===== config.mk =====
export PLATFORM = sky130hd
export DESIGN_NAME = datetime_string_validator
export DESIGN_NICKNAME = d
export VERILOG_FILES = /design/src/sv/dtsv_pkg.sv /design/src/sv/datetime_string_validator.sv
export SDC_FILE = /design/constraint.sdc
export NUM_CORES = 1
export LEC_CHECK = 0
export CORE_MARGIN = 4
export CORE_UTILIZATION = 48
export DETAILED_ROUTE_END_ITERATION = 7
export DONT_BUFFER_PORTS = 1
export SLEW_MARGIN = 15
export SYNTH_ARGS = -nofsm -noshare
export SYNTH_HDL_FRONTEND = slang
export SYNTH_SLANG_ARGS = --single-unit

===== constraint.sdc =====
create_clock -name aclk -period 3.2 [get_ports aclk]
set_clock_uncertainty 0.05 [all_clocks]
set_input_delay 0.16 -clock aclk [delete_from_list [all_inputs] [get_ports aclk]]
set_output_delay 0.16 -clock aclk [all_outputs]
set_load 0.05 [all_outputs]

===== src/sv/dtsv_pkg.sv =====
// ----------------------------------------------------------------------------
// dtsv_pkg - shared definitions of the date and time string validator
// Widths, record layout, character codes, register indexes and small helper
// functions for the YYYY-MM-DD HH:mm:ss checker.
// ----------------------------------------------------------------------------
package dtsv_pkg;

    // record layout
    localparam int REC_LEN = 19;
    localparam int POS_W   = 5;
    localparam int CHAR_W  = 8;
    localparam int DIGIT_W = 4;
    localparam int YEAR_W  = 14;
    localparam int FIELD_W = 7;
    localparam int DAY_W   = 5;
    localparam int TDATA_IN_W  = 8;
    localparam int TDATA_OUT_W = 8;

    // configuration registers
    localparam int CFG_IDX_W  = 1;
    localparam int CFG_DATA_W = YEAR_W;

    typedef enum logic [CFG_IDX_W-1:0] {
        CFG_YEAR_LOWEST  = 1'b0,
        CFG_YEAR_HIGHEST = 1'b1
    } cfg_idx_t;

    localparam logic [YEAR_W-1:0] YEAR_LOWEST_RST  = 14'd2000;
    localparam logic [YEAR_W-1:0] YEAR_HIGHEST_RST = 14'd9999;

    // field limits
    localparam logic [FIELD_W-1:0] MONTH_COUNT = 7'd12;
    localparam logic [FIELD_W-1:0] HOUR_LAST   = 7'd23;
    localparam logic [FIELD_W-1:0] MINSEC_MAX  = 7'd59;

    // character codes
    localparam logic [CHAR_W-1:0] CHAR_ZERO  = 8'h30;
    localparam logic [CHAR_W-1:0] CHAR_NINE  = 8'h39;
    localparam logic [CHAR_W-1:0] CHAR_DASH  = 8'h2D;
    localparam logic [CHAR_W-1:0] CHAR_SPACE = 8'h20;
    localparam logic [CHAR_W-1:0] CHAR_COLON = 8'h3A;

    // what a character position of the record holds
    typedef enum logic [2:0] {
        SLOT_YEAR,
        SLOT_MONTH,
        SLOT_DAY,
        SLOT_HOUR,
        SLOT_MINUTE,
        SLOT_SECOND,
        SLOT_SEP
    } slot_t;

    // position to slot decoder
    function automatic slot_t slot_of(input logic [POS_W-1:0] pos);
        slot_t s;
        unique case (pos) inside
            5'd0, 5'd1, 5'd2, 5'd3: s = SLOT_YEAR;
            5'd5, 5'd6:             s = SLOT_MONTH;
            5'd8, 5'd9:             s = SLOT_DAY;
            5'd11, 5'd12:           s = SLOT_HOUR;
            5'd14, 5'd15:           s = SLOT_MINUTE;
            5'd17, 5'd18:           s = SLOT_SECOND;
            default:                s = SLOT_SEP;
        endcase
        return s;
    endfunction

    // separator expected at a separator position
    function automatic logic [CHAR_W-1:0] sep_char(input logic [POS_W-1:0] pos);
        logic [CHAR_W-1:0] c;
        unique case (pos) inside
            5'd4, 5'd7:   c = CHAR_DASH;
            5'd10:        c = CHAR_SPACE;
            default:      c = CHAR_COLON;
        endcase
        return c;
    endfunction

    // decimal accumulate, times ten plus digit, as shift and add
    function automatic logic [YEAR_W-1:0] push_year(input logic [YEAR_W-1:0] acc,
                                                    input logic [DIGIT_W-1:0] d);
        return (acc << 3) + (acc << 1) + YEAR_W'(d);
    endfunction

    function automatic logic [FIELD_W-1:0] push_field(input logic [FIELD_W-1:0] acc,
                                                      input logic [DIGIT_W-1:0] d);
        return (acc << 3) + (acc << 1) + FIELD_W'(d);
    endfunction

    // days in a month, month already known to be 1..12
    function automatic logic [DAY_W-1:0] month_days(input logic [FIELD_W-1:0] month,
                                                    input logic leap);
        logic [DAY_W-1:0] n;
        unique case (month) inside
            7'd2:                     n = leap ? 5'd29 : 5'd28;
            7'd4, 7'd6, 7'd9, 7'd11:  n = 5'd30;
            default:                  n = 5'd31;
        endcase
        return n;
    endfunction

endpackage


===== src/sv/datetime_string_validator.sv =====
// ----------------------------------------------------------------------------
// datetime_string_validator - YYYY-MM-DD HH:mm:ss record checker
// Checks a character stream against the date and time pattern and flags
// whether each record names an existing Gregorian date and time.
// ----------------------------------------------------------------------------
// Usage
//   Input stream: one character per request, s_tdata holds the character and
//   s_tlast marks a line end (the character is then ignored). A line end
//   closes the record. Output stream: one result per record, m_tdata[0] is
//   the valid flag. A result comes with the 19th character, or with a line
//   end that arrives before it (then invalid). Characters after the 19th
//   are dropped until the line end, which then gives no result.
//   Year limits are set through the write port (index 0 lowest, 1 highest)
//   while the stream is idle.
// Timing
//   One character per cycle sustained while the receiver takes results. A
//   result shows on m_tvalid once the character that causes it has passed
//   through the input register and the check logic has loaded the result
//   register from it; a full, stalled result register holds it back.
// Reset and stall
//   Reset empties both registers, clears the record and loads the year
//   limits 2000 and 9999. While the receiver stalls, the result register
//   holds; characters that give no result keep flowing, and s_tready falls
//   only when a character that gives a result finds the result register full.
// ----------------------------------------------------------------------------
module datetime_string_validator (
    input  logic                               aclk,
    input  logic                               aresetn,
    // input stream
    input  logic                               s_tvalid,
    output logic                               s_tready,
    input  logic [dtsv_pkg::TDATA_IN_W-1:0]    s_tdata,   // [7:0] char_code
    input  logic                               s_tlast,   // line_end
    // result stream
    output logic                               m_tvalid,
    input  logic                               m_tready,
    output logic [dtsv_pkg::TDATA_OUT_W-1:0]   m_tdata,   // [0] valid_res, [7:1] zero
    // configuration writes
    input  logic                               cfg_wr_en,
    input  logic [dtsv_pkg::CFG_IDX_W-1:0]     cfg_index,
    input  logic [dtsv_pkg::CFG_DATA_W-1:0]    cfg_wdata
);

    // configuration registers
    logic [dtsv_pkg::YEAR_W-1:0] year_lowest_reg;
    logic [dtsv_pkg::YEAR_W-1:0] year_highest_reg;

    // input register
    logic                          in_valid_reg, in_valid_next;
    logic [dtsv_pkg::CHAR_W-1:0]   in_char_reg;
    logic                          in_last_reg;

    // record state
    logic [dtsv_pkg::POS_W-1:0]    pos_reg, pos_next;
    logic                          fmt_ok_reg, fmt_ok_next;
    logic [dtsv_pkg::YEAR_W-1:0]   year_reg, year_next;
    logic [dtsv_pkg::FIELD_W-1:0]  month_reg, month_next;
    logic [dtsv_pkg::FIELD_W-1:0]  day_reg, day_next;
    logic [dtsv_pkg::FIELD_W-1:0]  hour_reg, hour_next;
    logic [dtsv_pkg::FIELD_W-1:0]  minute_reg, minute_next;
    logic [dtsv_pkg::FIELD_W-1:0]  second_reg, second_next;
    logic [dtsv_pkg::DIGIT_W-1:0]  ydig_reg [4];
    logic [dtsv_pkg::DIGIT_W-1:0]  ydig_next [4];

    // result register
    logic                          out_valid_reg, out_valid_next;
    logic                          out_res_reg, out_res_next;

    // check logic
    logic                          in_fire;
    logic                          process;
    logic                          produce;
    logic                          res_val;
    logic                          rec_done;
    logic                          is_digit;
    logic [dtsv_pkg::DIGIT_W-1:0]  digit;
    dtsv_pkg::slot_t               slot;
    logic                          leap;
    logic [dtsv_pkg::DAY_W-1:0]    day_limit;
    logic [1:0]                    lo_mod4;
    logic [1:0]                    hi_mod4;

    assign in_fire  = s_tvalid && s_tready;
    assign rec_done = (pos_reg == dtsv_pkg::POS_W'(dtsv_pkg::REC_LEN));
    assign is_digit = (in_char_reg >= dtsv_pkg::CHAR_ZERO) &&
                      (in_char_reg <= dtsv_pkg::CHAR_NINE);
    assign digit    = in_char_reg[dtsv_pkg::DIGIT_W-1:0];
    assign slot     = dtsv_pkg::slot_of(pos_reg);

    // item gives a result: early line end, or the last character of the record
    assign produce = in_last_reg ? !rec_done
                                 : (pos_reg == dtsv_pkg::POS_W'(dtsv_pkg::REC_LEN - 1));

    // item leaves the input register unless its result finds the output full and stalled
    assign process  = in_valid_reg && (!produce || !out_valid_reg || m_tready);
    assign s_tready = !in_valid_reg || process;

    // leap year from the decimal digits: (10a + b) mod 4 = (2a + b) mod 4
    assign lo_mod4 = {ydig_reg[2][0], 1'b0} + ydig_reg[3][1:0];
    assign hi_mod4 = {ydig_reg[0][0], 1'b0} + ydig_reg[1][1:0];
    always_comb begin
        if (ydig_reg[2] == '0 && ydig_reg[3] == '0) begin
            leap = (hi_mod4 == 2'd0);
        end else begin
            leap = (lo_mod4 == 2'd0);
        end
    end

    assign day_limit = dtsv_pkg::month_days(month_reg, leap);

    // record state update for one character
    always_comb begin
        pos_next    = pos_reg;
        fmt_ok_next = fmt_ok_reg;
        year_next   = year_reg;
        month_next  = month_reg;
        day_next    = day_reg;
        hour_next   = hour_reg;
        minute_next = minute_reg;
        second_next = second_reg;
        ydig_next   = ydig_reg;
        if (in_last_reg) begin
            pos_next    = '0;
            fmt_ok_next = 1'b1;
            year_next   = '0;
            month_next  = '0;
            day_next    = '0;
            hour_next   = '0;
            minute_next = '0;
            second_next = '0;
        end else if (!rec_done) begin
            pos_next = pos_reg + 1'b1;
            if (slot == dtsv_pkg::SLOT_SEP) begin
                if (in_char_reg != dtsv_pkg::sep_char(pos_reg)) begin
                    fmt_ok_next = 1'b0;
                end
            end else if (!is_digit) begin
                fmt_ok_next = 1'b0;
            end else begin
                case (slot)
                    dtsv_pkg::SLOT_YEAR: begin
                        year_next = dtsv_pkg::push_year(year_reg, digit);
                        ydig_next[pos_reg[1:0]] = digit;
                    end
                    dtsv_pkg::SLOT_MONTH:  month_next  = dtsv_pkg::push_field(month_reg, digit);
                    dtsv_pkg::SLOT_DAY:    day_next    = dtsv_pkg::push_field(day_reg, digit);
                    dtsv_pkg::SLOT_HOUR:   hour_next   = dtsv_pkg::push_field(hour_reg, digit);
                    dtsv_pkg::SLOT_MINUTE: minute_next = dtsv_pkg::push_field(minute_reg, digit);
                    default:               second_next = dtsv_pkg::push_field(second_reg, digit);
                endcase
            end
        end
    end

    // final check, uses the record state after the last character
    always_comb begin
        res_val = fmt_ok_next &&
                  (year_reg >= year_lowest_reg) && (year_reg <= year_highest_reg) &&
                  (month_reg != '0) && (month_reg <= dtsv_pkg::MONTH_COUNT) &&
                  (hour_reg <= dtsv_pkg::HOUR_LAST) &&
                  (minute_reg <= dtsv_pkg::MINSEC_MAX) &&
                  (second_next <= dtsv_pkg::MINSEC_MAX) &&
                  (day_reg != '0) && (day_reg <= dtsv_pkg::FIELD_W'(day_limit));
        if (in_last_reg) begin
            res_val = 1'b0;
        end
    end

    // input and result register control
    always_comb begin
        in_valid_next  = in_valid_reg;
        out_valid_next = out_valid_reg;
        out_res_next   = out_res_reg;
        if (in_fire) begin
            in_valid_next = 1'b1;
        end else if (process) begin
            in_valid_next = 1'b0;
        end
        if (process && produce) begin
            out_valid_next = 1'b1;
            out_res_next   = res_val;
        end else if (m_tready) begin
            out_valid_next = 1'b0;
        end
    end

    // control registers
    always_ff @(posedge aclk) begin
        if (!aresetn) begin
            in_valid_reg     <= 1'b0;
            out_valid_reg    <= 1'b0;
            pos_reg          <= '0;
            fmt_ok_reg       <= 1'b1;
            year_reg         <= '0;
            month_reg        <= '0;
            day_reg          <= '0;
            hour_reg         <= '0;
            minute_reg       <= '0;
            second_reg       <= '0;
            year_lowest_reg  <= dtsv_pkg::YEAR_LOWEST_RST;
            year_highest_reg <= dtsv_pkg::YEAR_HIGHEST_RST;
        end else begin
            in_valid_reg  <= in_valid_next;
            out_valid_reg <= out_valid_next;
            if (process) begin
                pos_reg    <= pos_next;
                fmt_ok_reg <= fmt_ok_next;
                year_reg   <= year_next;
                month_reg  <= month_next;
                day_reg    <= day_next;
                hour_reg   <= hour_next;
                minute_reg <= minute_next;
                second_reg <= second_next;
            end
            if (cfg_wr_en) begin
                if (cfg_index == dtsv_pkg::CFG_YEAR_LOWEST) begin
                    year_lowest_reg <= cfg_wdata;
                end else begin
                    year_highest_reg <= cfg_wdata;
                end
            end
        end
    end

    // payload registers
    always_ff @(posedge aclk) begin
        if (in_fire) begin
            in_char_reg <= s_tdata[dtsv_pkg::CHAR_W-1:0];
            in_last_reg <= s_tlast;
        end
        if (process) begin
            ydig_reg <= ydig_next;
        end
        out_res_reg <= out_res_next;
    end

    assign m_tvalid = out_valid_reg;
    assign m_tdata  = {(dtsv_pkg::TDATA_OUT_W-1)'(0), out_res_reg};

endmodule


==> flow_summary_export.csv, run 1 <==
group,metric,value,unit
routing,firstDrtPassIters,5,
floorplan,rows,44,
logic_synthesis,synthFlopType,"dfxtp_1",
clocking,root_buffer,"clkbuf_16",
worst_setup_path,arrival,3000,ps
logic_synthesis,synthCells,828,
flow_run,cap_violations,0,
clocking,clock_latency,360,ps
placed_design,io_buffers,0,
routing,drcViolationCount,0,
logic_synthesis,syn_avg_cell_area,8.728,sq um
worst_setup_path,rrSetupSlack,250,ps
clocking,path_clk_slew,70,ps
sta,tightest_slew,799.5,ps
clocking,cts.sinks,106,
global_route,grt.overflow.total,0,
power_and_ir_drop,p_per_area,363.7,nW/um^2
routing,ant_nets,0,
logic_synthesis,synth-edff-count,21,
worst_setup_path,crit_type,"reg -> reg",
clocking,cts_tree,"yes",
global_route,grt_pass1_wl,29860,microns
routing,wire_per_inst,17.49,microns
routing,via_count,6028,
worst_setup_path,start_kind,"flop",
cells_and_area,utilization,0.5427,
sta,timing.final.crit_share,0.9206,
floorplan,die_area,17080,sq um
sta,fmax,339.5,MHz
logic_synthesis,synth.cell_area,7227,sq um
global_route,grt.total_usage,0.2218,
cells_and_area,fin_nets,981,
power_and_ir_drop,leakagePower,3.456,nW
sta,min_period,2946,ps
placed_design,dp_hpwl,13500,microns
sta,drv_slew,0,
sta,hold_viol_final,0,
cells_and_area,finalNonFillerCells,1032,
logic_synthesis,ys_seq_area_frac,0.3227,
global_route,grt_max_degree,42,
logic_synthesis,async_flop_share,0,
floorplan,core-area,14640,sq um
sta,fin_setup_tns,0,ps
sta,slew_headroom,0.4650,
floorplan,start_util,0.4935,
routing,viasPerCell,5.841,
cells_and_area,drive_above_1_share,0.05307,
placed_design,place_inst,990,
clocking,post_cts_buffers,0,
clocking,numCtsBuffers,9,
sta,setup_viol,0,
power_and_ir_drop,ir_worst_vdd,0.2545,mV
logic_synthesis,synth-seq-cells,106,
clocking,htreeDepth,3,
floorplan,die_x,130.7,microns
outcome,status,"finished clean",
placed_design,placed_area,7376,sq um
routing,routed_wl,18050,microns
placed_design,gp_congestion,0.9085,
sta,whs,11.57,ps
clocking,cts_buffer_depth,2,
cells_and_area,diodes,0,
clocking,cts_hold_buf,26,
floorplan,die_h,130.7,microns
worst_setup_path,critPathMaxFanout,3,
sta,rsz0062_at_grt,"no",
worst_setup_path,worstPathRequired,3250,ps
clocking,post_cts_resized,0,
worst_setup_path,endpoint_kind,"flop",
cells_and_area,area_growth,9.972,%
global_route,grt_pass1_vias,5956,
logic_synthesis,yosysWarnings,0,
logic_synthesis,synth.distinct_cells,72,
global_route,antenna_found_initial,0,
worst_hold_path,hold_class,"in -> reg",
routing,drtIter0Drc,309,
floorplan,io-pin-count,39,
cells_and_area,fin_area,7948,sq um
[synth_stat cells (all sizes together), types with 6 or more instances]
cell type / number / area (sq um)
ha: 97 / 1214
nand2: 89 / 334.1
dfxtp: 85 / 1702
a21oi: 79 / 399.1
inv: 68 / 255.2
o21ai: 50 / 254.0
xnor2: 30 / 262.8
nand3: 28 / 140.1
nor2: 28 / 105.1
clkbuf: 26 / 97.59
edfxtp: 21 / 630.6
o211ai: 19 / 142.6
nand4: 18 / 112.6
buf: 17 / 118.9
a21o: 16 / 120.1
nor3: 14 / 70.07
fa: 12 / 240.2
nor2b: 11 / 68.82
nor4: 11 / 75.07
o21a: 8 / 60.06
a211oi: 7 / 52.55
nand2b: 7 / 43.79
mux2i: 6 / 60.06
[through the flow]
| stage | power, mW | worst slack, ps |
|---|---|---|
| finish | 2.890 | 254.1 |
| global route | 3.014 | 0.4208 |
| CTS | 2.927 | 252.6 |
| detailed placement | 1.734 | 267.0 |
| global placement | 1.725 | 333.8 |
| floorplan | 1.666 | 321.2 |
[placed cells by master, fill, tap and decap left out, types with 18 or more instances in the layout]
cell type	n
ha_1	97
nand2_1	89
dfxtp_1	85
a21oi_1	78
inv_1	67
o21ai_0	48
xnor2_1	30
nand3_1	28
nor2_1	28
dlygate4sd3_1	25
edfxtp_1	21
o211ai_1	19
nand4_1	18
[cells by family after synthesis]
kind of cell / count (synthesis) / share of synthesized area
xor gates and xnor gates: 35 / 0.04242
and+or+nand+nor: 237 / 0.1638
AOI/OAI and AO/OA: 220 / 0.1917
other: 1 / 0.0005189
DFF: 106 / 0.3227
buffers and inverters: 112 / 0.06579
muxes: 8 / 0.01195
adders and majority gates: 109 / 0.2012
[report_power, final]
group	total (mW)	switching, mW	internal, mW
Sequential	1.43	0.0308	1.40
Clock	1.15	0.516	0.630
Combinational	0.318	0.203	0.115
[layer usage]
layer / track usage / up-vias / wire length, microns
met5: 0 / - / 0
met4: 0.08046 / 0 / 489
met3: 0.04309 / 33 / 762
met2: 0.3753 / 138 / 8420
met1: 0.2820 / 2863 / 8377
li1: - / 2994 / -
[worst max-delay path, stage by stage (launching register included)]
cell and delay, ps:
edfxtp_1 490, inv_1 100, fa_1 600, inv_1 60
ha_1 310, a211oi_1 350, xnor2_1 170, a31oi_1 100
nor4b_1 220, mux2_2 200, nor4_1 40
[cell type report]
class | instances | area (sq um)
Fill cell | 1340 | 6696
Multi-Input combinational cell | 616 | 4442
Sequential cell | 106 | 2332
Timing Repair Buffer | 41 | 382.9
Inverter | 69 | 259.0
Clock buffer | 10 | 239.0
Tap cell | 184 | 230.2
Clock inverter | 6 | 62.56
[final timing paths]
path,startpoint,to,cells past startpoint
worst max-delay path,in_char_reg[3],out_res_reg,10
worst min-delay path,aresetn,year_reg[2],3
worst max register to register,in_char_reg[3],out_res_reg,10
worst min register to register,second_reg[6],second_reg[6],2
Note: power is estimated with default switching activity, not from simulation.
==> run 2, diff against run 1 <==
RECOVER_POWER = 100   (was not set)
==> flow_summary_export.csv, run 2 (synthesized netlist as in run 1, its figures left out) <==
group,metric,value,unit
cells_and_area,n_fill_cell,1349,
cells_and_area,final_cell_mix,"97 x ha_1, 89 x nand2_1, 85 x dfxtp_1, 78 x a21oi_1, 67 x inv_1",
cells_and_area,area_growth,9.401,%
floorplan,die_h,130.7,microns
sta,drv_slew,32,
sta,rsz0062_at_grt,"no",
sta,tightest_slew,1518,ps
routing,routed_wl,18060,microns
sta,whs,11.31,ps
clocking,post_cts_resized,0,
routing,drcViolationCount,0,
routing,wire_per_inst,17.50,microns
cells_and_area,utilization,0.5399,
sta,timing.final.crit_share,0.9222,
worst_setup_path,endpoint_kind,"flop",
clocking,cts.sinks,106,
global_route,grt.total_usage,0.2218,
clocking,htreeDepth,3,
floorplan,core-area,14640,sq um
worst_setup_path,r2r_start,"in_char_reg[3]",
worst_setup_path,cp-endpoint,"year_reg[13]",
worst_setup_path,cp-startpoint,"in_char_reg[3]",
routing,drtIter0Drc,298,
clocking,cts_buffer_depth,2,
placed_design,place_inst,990,
global_route,grt_pass1_vias,5956,
worst_setup_path,critPathMaxStageDelay,560,ps
floorplan,start_util,0.4935,
power_and_ir_drop,leakagePower,3.411,nW
worst_setup_path,crit_type,"reg -> reg",
outcome,status,"complete, but fails checks",
sta,fmax,338.8,MHz
floorplan,io-pin-count,39,
global_route,grt.overflow.total,0,
placed_design,io_buffers,0,
worst_setup_path,regToRegEndpoint,"year_reg[13]",
floorplan,rows,44,
floorplan,die_x,130.7,microns
worst_setup_path,rrSetupSlack,250,ps
clocking,numCtsBuffers,9,
routing,viasPerCell,5.816,
global_route,use_met1,0.2820,
worst_setup_path,start_kind,"flop",
cells_and_area,diodes,0,
clocking,path_clk_slew,80,ps
power_and_ir_drop,p_per_area,365.1,nW/um^2
clocking,root_buffer,"clkbuf_16",
worst_hold_path,hold_class,"in -> reg",
global_route,grt_use_met3,0.04309,
global_route,top_usage_layer,"met2",
cells_and_area,drive_above_1_share,0.03892,
global_route,antenna_found_initial,0,
sta,fin_setup_tns,0,ps
global_route,grt_pass1_wl,29860,microns
clocking,post_cts_buffers,0,
clocking,cts_hold_buf,26,
routing,firstDrtPassIters,5,
worst_setup_path,worstPathCellList,"fa_1, ha_1, a211oi_1, o21ai_0, a31o_2, a31oi_1, mux2i_1, o21ai_0",
flow_run,cap_violations,1,
cells_and_area,final_common_cell,"ha_1",
cells_and_area,finalNonFillerCells,1032,
global_route,grt_util_met2,0.3753,
sta,hold_viol_final,0,
cells_and_area,fin_nets,981,
worst_setup_path,worst_path_most_repeated_cell,"o21ai_0",
worst_setup_path,r2r_cells,8,
power_and_ir_drop,ir_worst_vdd,0.2556,mV
worst_setup_path,worstPathRequired,3360,ps
sta,setup_viol,0,
outcome,violations,"max-capacitance violations, max-slew violations",
worst_setup_path,arrival,3110,ps
clocking,clock_latency,360,ps
routing,via_count,6002,
routing,ant_nets,0,
clocking,cts_tree,"yes",
sta,min_period,2951,ps
worst_setup_path,critPathMaxFanout,3,
global_route,grt_max_degree,42,
placed_design,gp_congestion,0.9085,
sta,slew_headroom,-0.01170,
worst_setup_path,slowest_stage,"fa_1",
placed_design,dp_hpwl,13500,microns
floorplan,die_area,17080,sq um
==> run 2: cell count changes in the layout (fill, tap and decap cells not counted) <==
cell and delta:
and2_1 -4, mux2_1 +1, a21bo_1 +1, and2_0 +4, buf_4 -10, clkbuf_1 +10, a21bo_2 -1, mux2_4 -1
==> run 2: how the worst min path moves through the flow <==
stage / from / endpoint / slack [ps] / cells past startpoint
3_5_place_dp: aresetn / year_highest_reg[0] / 200 / 1
5_1_grt: aresetn / year_reg[2] / 20 / 3
3_3_place_gp: aresetn / year_highest_reg[0] / 190 / 1
4_1_cts: aresetn / year_reg[2] / 2 / 3
6_report: aresetn / year_reg[2] / 10 / 3
2_1_floorplan: s_tdata[0] / in_char_reg[0] / 210 / 0
==> run 2: final cells by class <==
class	count	area (sq um)	share of cell area
multi-input cells	616	4438	0.5613
clock inverters	6	62.56	0.007913
clock buffers	10	239.0	0.03023
inverters	69	259.0	0.03276
well taps	184	230.2	0.02912
repair buffers	41	345.3	0.04368
flip-flops and latches	106	2332	0.2950
==> run 2: critical path, delay by kind of cell (launching register included) <==
family                   cells  cell delay [ps]
multiplexers                 1              200
adder cells (fa/ha/maj)      2              890
AO/OA/AOI/OAI                5             1160
flip-flops                   1              510
==> run 2: power breakdown <==
part	total [mW]	internal [mW]	switching [mW]
Sequential	1.43	1.40	0.0308
Clock	1.15	0.630	0.516
Combinational	0.314	0.110	0.203
Total	2.89	2.14	0.750
==> run 2: metrics by stage <==
step	total power [mW]	instance area [sq um]	setup slack, ps
2_1_floorplan	1.666	7249	321.2
3_3_place_gp	1.725	7376	333.8
3_5_place_dp	1.734	7376	267.0
4_1_cts	2.927	7948	252.6
5_1_grt	3.009	7906	0.4208
6_report	2.886	7906	248.8
==> run 2: per-layer routing <==
metal	share of wire	vias to the layer above
met4	0.026	0
met5	0	-
met1	0.46	2853
li1	-	2994
met2	0.47	123
met3	0.043	32
